[src/hw/rtl/sda_pkg.sv]
`default_nettype none

package sda_pkg;

  // Image store geometry and subsample grid
  localparam int MaxWidth  = 256;
  localparam int MaxHeight = 256;
  localparam int Sub       = 16;

  localparam int ColW  = $clog2(MaxWidth);
  localparam int RowW  = $clog2(MaxHeight);
  localparam int AddrW = ColW + RowW;
  localparam int Depth = MaxWidth * MaxHeight;
  localparam int SubW  = $clog2(Sub);

  // Field widths
  localparam int CoordW = 18;
  localparam int RadW   = 14;
  localparam int DimW   = 9;
  localparam int PixW   = 24;
  localparam int BoundW = CoordW + 2;

  // Squarer: offsets scaled by the subsample step fit 16 bits signed
  localparam int SqInW = 16;
  localparam int SqW   = 30;
  localparam int R2W   = 2 * RadW;

  localparam int CntW  = $clog2(Sub * Sub + 1);
  localparam int LaneW = $clog2(Sub + 1);
  localparam int StepW = $clog2(2 * Sub + 2);

  localparam logic [StepW-1:0] StepLane  = StepW'(Sub);
  localparam logic [StepW-1:0] StepWrite = StepW'(2 * Sub + 1);

  localparam logic [CntW-1:0] Threshold = CntW'(Sub * Sub / 2 - 1);
  localparam logic [CntW-1:0] FullValue = CntW'(255);
  localparam logic [PixW-1:0] SumMax    = {PixW{1'b1}};

  typedef enum logic [1:0] {
    CMD_DRAW  = 2'd0,
    CMD_READ  = 2'd1,
    CMD_CLEAR = 2'd2,
    CMD_NONE  = 2'd3
  } cmd_e;

  typedef enum logic [1:0] {
    REG_SMOOTH = 2'd0,
    REG_WIDTH  = 2'd1,
    REG_HEIGHT = 2'd2
  } reg_e;

  typedef enum logic [2:0] {
    ST_CLEAR,
    ST_IDLE,
    ST_SETUP,
    ST_BOX,
    ST_PIX,
    ST_RDATA,
    ST_FINISH
  } state_e;

  typedef struct packed {
    logic             we;
    logic [AddrW-1:0] waddr;
    logic [PixW-1:0]  wdata;
    logic             re;
    logic [AddrW-1:0] raddr;
  } store_req_t;

  // Truncate a 1/256-unit value toward zero and clamp into [0, lim]
  function automatic logic [DimW-1:0] box_bound(input logic signed [BoundW-1:0] v,
                                                input logic [DimW-1:0] lim);
    logic [BoundW-9:0] p;
    p = v[BoundW-1:8];
    if (v[BoundW-1]) begin
      box_bound = '0;
    end else if (p > (BoundW-8)'(lim)) begin
      box_bound = lim;
    end else begin
      box_bound = p[DimW-1:0];
    end
  endfunction

endpackage

`default_nettype wire

[src/hw/rtl/sda_squarer.sv]
`default_nettype none

module sda_squarer (
  input  logic                             clk_i,
  input  logic signed [sda_pkg::SqInW-1:0] op_i,
  output logic        [sda_pkg::SqW-1:0]   sq_o
);
  import sda_pkg::*;

  logic signed [2*SqInW-1:0] prod;
  logic        [SqW-1:0]     sq_q;

  assign prod = op_i * op_i;

  always_ff @(posedge clk_i) begin
    sq_q <= prod[SqW-1:0];
  end

  assign sq_o = sq_q;

endmodule

`default_nettype wire

[config.mk]
export PLATFORM = sky130hd
export DESIGN_NAME = sda_squarer
export DESIGN_NICKNAME = d
export VERILOG_FILES = /design/src/hw/rtl/sda_pkg.sv /design/src/hw/rtl/sda_squarer.sv
export SDC_FILE = /design/constraint.sdc
export NUM_CORES = 1
export LEC_CHECK = 0
export BUFFER_PORTS_ARGS = -buffer_cell sky130_fd_sc_hd__buf_2
export CAP_MARGIN = 20
export CORE_MARGIN = 2
export CORE_UTILIZATION = 35
export CTS_CLUSTER_DIAMETER = 120
export DETAILED_ROUTE_END_ITERATION = 8
export PLACE_DENSITY = 0.62
export SLEW_MARGIN = 20
export SYNTH_ARGS = -nofsm -noshare
export SYNTH_HDL_FRONTEND = slang
export SYNTH_SLANG_ARGS = --single-unit
[constraint.sdc]
create_clock -name clk_i -period 9.9 [get_ports clk_i]
set_input_delay 0.495 -clock clk_i [delete_from_list [all_inputs] [get_ports clk_i]]
set_output_delay 0.495 -clock clk_i [all_outputs]
set_load 0.005 [all_outputs]
==> impl_metrics.prom <==
# TYPE chip_impl_metric gauge
chip_impl_metric{name="post-dp-hpwl",unit="µm"} 17400
chip_impl_metric{name="slew_headroom",unit=""} 0.580
chip_impl_metric{name="first_global_vias",unit=""} 6815
chip_impl_metric{name="synth.distinct_cells",unit=""} 47
chip_impl_metric{name="avgSynthCellArea",unit="µm²"} 9.41
chip_impl_metric{name="drive_above_1_share",unit=""} 0.0644
chip_impl_metric{name="synth_mux_area_frac",unit=""} 0.00231
chip_impl_metric{name="rows",unit=""} 59
chip_impl_info{name="postSynth.topFlopCell",value="sky130_fd_sc_hd__dfxtp_1"} 1
chip_impl_metric{name="grt_overflow_total",unit=""} 0
chip_impl_metric{name="cts.hold.buffers_added",unit=""} 0
chip_impl_metric{name="chipHeight",unit="µm"} 166
chip_impl_info{name="cts_root_buf",value="sky130_fd_sc_hd__clkbuf_16"} 1
chip_impl_metric{name="layout_worst_path_cycle_share",unit=""} 0.646
chip_impl_metric{name="worst_setup_hold_path_clk_slew",unit="ns"} 0.06
chip_impl_metric{name="adder_cell_share_of_the_synthesized_area",unit=""} 0.602
chip_impl_info{name="hold_end",value="sq_o[0]"} 1
chip_impl_metric{name="finalWirelength",unit="µm"} 19600
chip_impl_metric{name="synth_top_cell_area_share",unit=""} 0.487
chip_impl_metric{name="synth_enable_flop_cells",unit=""} 0
chip_impl_metric{name="cts_num_sinks",unit=""} 29
chip_impl_metric{name="tns",unit="ns"} 0
chip_impl_metric{name="maximum_buffer_depth_of_the_clock_tree",unit=""} 2
chip_impl_metric{name="final-seq-area",unit="µm²"} 581
chip_impl_metric{name="critical_path_arrival",unit="ns"} 6.62
chip_impl_metric{name="drcViolationCount",unit=""} 0
chip_impl_metric{name="max_cap_violations",unit=""} 0
chip_impl_info{name="timing.critical_path.to_type",value="register"} 1
chip_impl_metric{name="timing.final.setup_violations",unit=""} 0
chip_impl_metric{name="async_flop_share",unit=""} 0
chip_impl_metric{name="cp_max_fo",unit=""} 16
chip_impl_info{name="timing.hold.worst.class",value="primary input to register"} 1
chip_impl_metric{name="synth_compound_gate_area_share",unit=""} 0.0545
chip_impl_metric{name="design.die.area",unit="mm²"} 0.0276
chip_impl_info{name="timing.critical_path.from_type",value="primary input"} 1
chip_impl_metric{name="port_buffers",unit=""} 45
chip_impl_metric{name="grt.total_usage",unit=""} 0.149
chip_impl_metric{name="largest_reg_flops",unit=""} 29
chip_impl_metric{name="flow.area_growth_from_synthesis",unit="%"} 7.58
chip_impl_metric{name="synth-simple-area-share",unit=""} 0.0989
chip_impl_metric{name="final_net_count",unit=""} 1333
chip_impl_info{name="combinational_family_with_the_most_area_after_synthesis",value="adder cells"} 1
chip_impl_metric{name="synth_seq_area_share",unit=""} 0.0631
chip_impl_metric{name="timing_worst_slew_pin_value",unit="ns"} 0.630
chip_impl_metric{name="gp_congestion",unit=""} 0.899
chip_impl_info{name="cts_tree",value="done"} 1
chip_impl_metric{name="diodes",unit=""} 0
chip_impl_metric{name="n_fill_cell",unit=""} 2633
chip_impl_metric{name="vias_per_cell",unit=""} 4.57
chip_impl_metric{name="ys_seq_elements",unit=""} 29
chip_impl_metric{name="timing.final.hold_violations",unit=""} 0
chip_impl_metric{name="postRouteAntennaNets",unit=""} 0
chip_impl_info{name="run_status",value="complete, no violations"} 1
chip_impl_info{name="netlist_top_cells_area",value="sky130_fd_sc_hd__fa_1, sky130_fd_sc_hd__inv_1, sky130_fd_sc_hd__ha_1"} 1
chip_impl_metric{name="floorplan.core_area",unit="mm²"} 0.0259
chip_impl_metric{name="synth_nets",unit=""} 1303
chip_impl_metric{name="maxClockFrequency",unit="MHz"} 156
chip_impl_info{name="yosys.area.top_type",value="sky130_fd_sc_hd__fa_1"} 1
chip_impl_metric{name="final_max_tran_viols",unit=""} 0
chip_impl_metric{name="min_delay_path_depth",unit=""} 1
chip_impl_metric{name="grt_start_max_net_pins",unit=""} 22
chip_impl_metric{name="dr.first_iter.drc_count",unit=""} 258
chip_impl_metric{name="grt_first_pass_wirelength",unit="µm"} 33300
chip_impl_metric{name="cts_buffers",unit=""} 5
chip_impl_metric{name="finalCriticalPeriod",unit="ns"} 6.40
chip_impl_metric{name="worst_ep_required_time",unit="ns"} 10.12
chip_impl_metric{name="yosys_warnings",unit=""} 0
chip_impl_metric{name="grt_antenna_before_repair",unit=""} 0
chip_impl_info{name="criticalPathCategory",value="primary input to register"} 1
chip_impl_metric{name="synth.cell_area",unit="mm²"} 0.00920
chip_impl_metric{name="postCtsResizedCells",unit=""} 0
chip_impl_metric{name="first_pass_iters",unit=""} 4
chip_impl_info{name="grt_setup_unrepaired",value="no"} 1
chip_impl_metric{name="multiInputGateArea",unit="mm²"} 0.00736
chip_impl_metric{name="width_of_the_die",unit="µm"} 166
chip_impl_info{name="hold_start",value="op_i[0]"} 1
chip_impl_metric{name="synthXorXnorAreaFrac",unit=""} 0.0419
chip_impl_metric{name="start_util",unit=""} 0.355
chip_impl_metric{name="post-cts-setup-buffers",unit=""} 0
chip_impl_metric{name="ios",unit=""} 47
chip_impl_metric{name="synthesis.instances",unit=""} 978
chip_impl_metric{name="vias",unit=""} 6144
chip_impl_metric{name="wire_length_per_cell_after_detailed_routing",unit="µm"} 14.6
chip_impl_metric{name="htreeDepth",unit=""} 2
==> placed cells by master (no fill, tap or decap), drive strengths merged, types with 2 or more instances in the layout <==
master and instances:
a211o 2, buf 45, a21oi 17, fa 224, inv 313, a21o 11
ha 84, a31o 2, nor2 47, o21ai 7, and2 41, xnor2 35
clkinv 2, nor2b 6, nand2b 6, a31oi 3, a211oi 3, a2111oi 2
clkbuf 6, nand3 6, or2 2, xor2 9, o21bai 3, dfxtp 29
o21a 4, o41ai 3, nand2 76, nor3 3, and3 5
==> worst max-delay path, cell delays in order <==
cell                      delay [ns]
sky130_fd_sc_hd__buf_2          0.22
sky130_fd_sc_hd__inv_1          0.41
sky130_fd_sc_hd__nor2_1         0.11
sky130_fd_sc_hd__fa_1           0.62
sky130_fd_sc_hd__inv_1          0.16
sky130_fd_sc_hd__fa_1           0.60
sky130_fd_sc_hd__fa_1           0.45
sky130_fd_sc_hd__fa_1           0.57
sky130_fd_sc_hd__fa_1           0.43
sky130_fd_sc_hd__fa_1           0.49
sky130_fd_sc_hd__inv_1          0.04
sky130_fd_sc_hd__ha_1           0.32
sky130_fd_sc_hd__and3_1         0.24
sky130_fd_sc_hd__nand2_1        0.13
sky130_fd_sc_hd__o21ba_2        0.19
sky130_fd_sc_hd__a21o_1         0.15
sky130_fd_sc_hd__a21oi_1        0.15
sky130_fd_sc_hd__a21oi_1        0.14
sky130_fd_sc_hd__a41o_1         0.30
sky130_fd_sc_hd__o41ai_2        0.25
sky130_fd_sc_hd__xnor2_1        0.15
==> final cells by class <==
type | count | share of cell area
multi-input cells | 614 | 0.743
inverters | 313 | 0.119
flip-flops and latches | 29 | 0.0587
well taps | 335 | 0.0424
repair buffers | 45 | 0.0228
clock buffers | 6 | 0.0130
clock inverters | 2 | 0.00101
==> per-layer routing <==
layer	track usage	wire, µm	vias to the layer above
met5	0	0	-
met4	0.0359	516	0
met3	0.0214	721	30
met2	0.268	10400	116
met1	0.190	8000	3130
li1	-	-	2868
==> stage by stage <==
stage | setup WS, ns | instances | hold slack [ns] | area, µm² | util
6_report | 3.50 | 1344 | 0.547 | 9900 | 0.382
4_1_cts | 3.53 | 1344 | 0.537 | 9900 | 0.382
3_3_place_gp | 3.38 | 1336 | 0.827 | 9760 | 0.377
5_1_grt | 3.29 | 1344 | 0.548 | 9900 | 0.382
3_5_place_dp | 3.23 | 1336 | 0.832 | 9760 | 0.377
2_1_floorplan | 3.93 | 978 | 0.523 | 9200 | -
==> Yosys cell counts (2+ instances only) <==
cell,instances
sky130_fd_sc_hd__a211o_1,2
sky130_fd_sc_hd__a211oi_1,3
sky130_fd_sc_hd__a21o_1,11
sky130_fd_sc_hd__a21oi_1,17
sky130_fd_sc_hd__a31o_2,2
sky130_fd_sc_hd__a31oi_1,3
sky130_fd_sc_hd__and2_1,41
sky130_fd_sc_hd__and3_1,5
sky130_fd_sc_hd__clkbuf_1,20
sky130_fd_sc_hd__dfxtp_1,29
sky130_fd_sc_hd__fa_1,224
sky130_fd_sc_hd__ha_1,84
sky130_fd_sc_hd__inv_1,313
sky130_fd_sc_hd__nand2_1,76
sky130_fd_sc_hd__nand2b_1,6
sky130_fd_sc_hd__nand3_1,6
sky130_fd_sc_hd__nor2_1,47
sky130_fd_sc_hd__nor2b_1,6
sky130_fd_sc_hd__nor3_1,2
sky130_fd_sc_hd__o21a_1,4
sky130_fd_sc_hd__o21ai_0,5
sky130_fd_sc_hd__o21ai_1,2
sky130_fd_sc_hd__o21bai_1,2
sky130_fd_sc_hd__o41ai_2,2
sky130_fd_sc_hd__or2_2,2
sky130_fd_sc_hd__xnor2_1,35
sky130_fd_sc_hd__xor2_1,9
==> cell families after synthesis <==
| group | after synthesis |
|---|---|
| xor+xnor | 44 |
| buf+inv | 335 |
| mux | 2 |
| simple gates | 195 |
| fa+ha+maj | 308 |
| flops | 29 |
| compound gates | 64 |
| other cells | 1 |
==> worst max path at each step <==
stage               end     start  cells past startpoint
5_1_grt        sq_o[29]  op_i[15]                     21
3_5_place_dp   sq_o[29]  op_i[15]                     21
6_report       sq_o[29]  op_i[15]                     21
3_3_place_gp   sq_o[29]  op_i[15]                     21
2_1_floorplan  sq_o[29]   op_i[4]                     18
4_1_cts        sq_o[29]  op_i[15]                     21
Power is left out: the tool's default activity adds up to more than one toggle a clock period on the data nets, which glitch-free logic cannot reach.
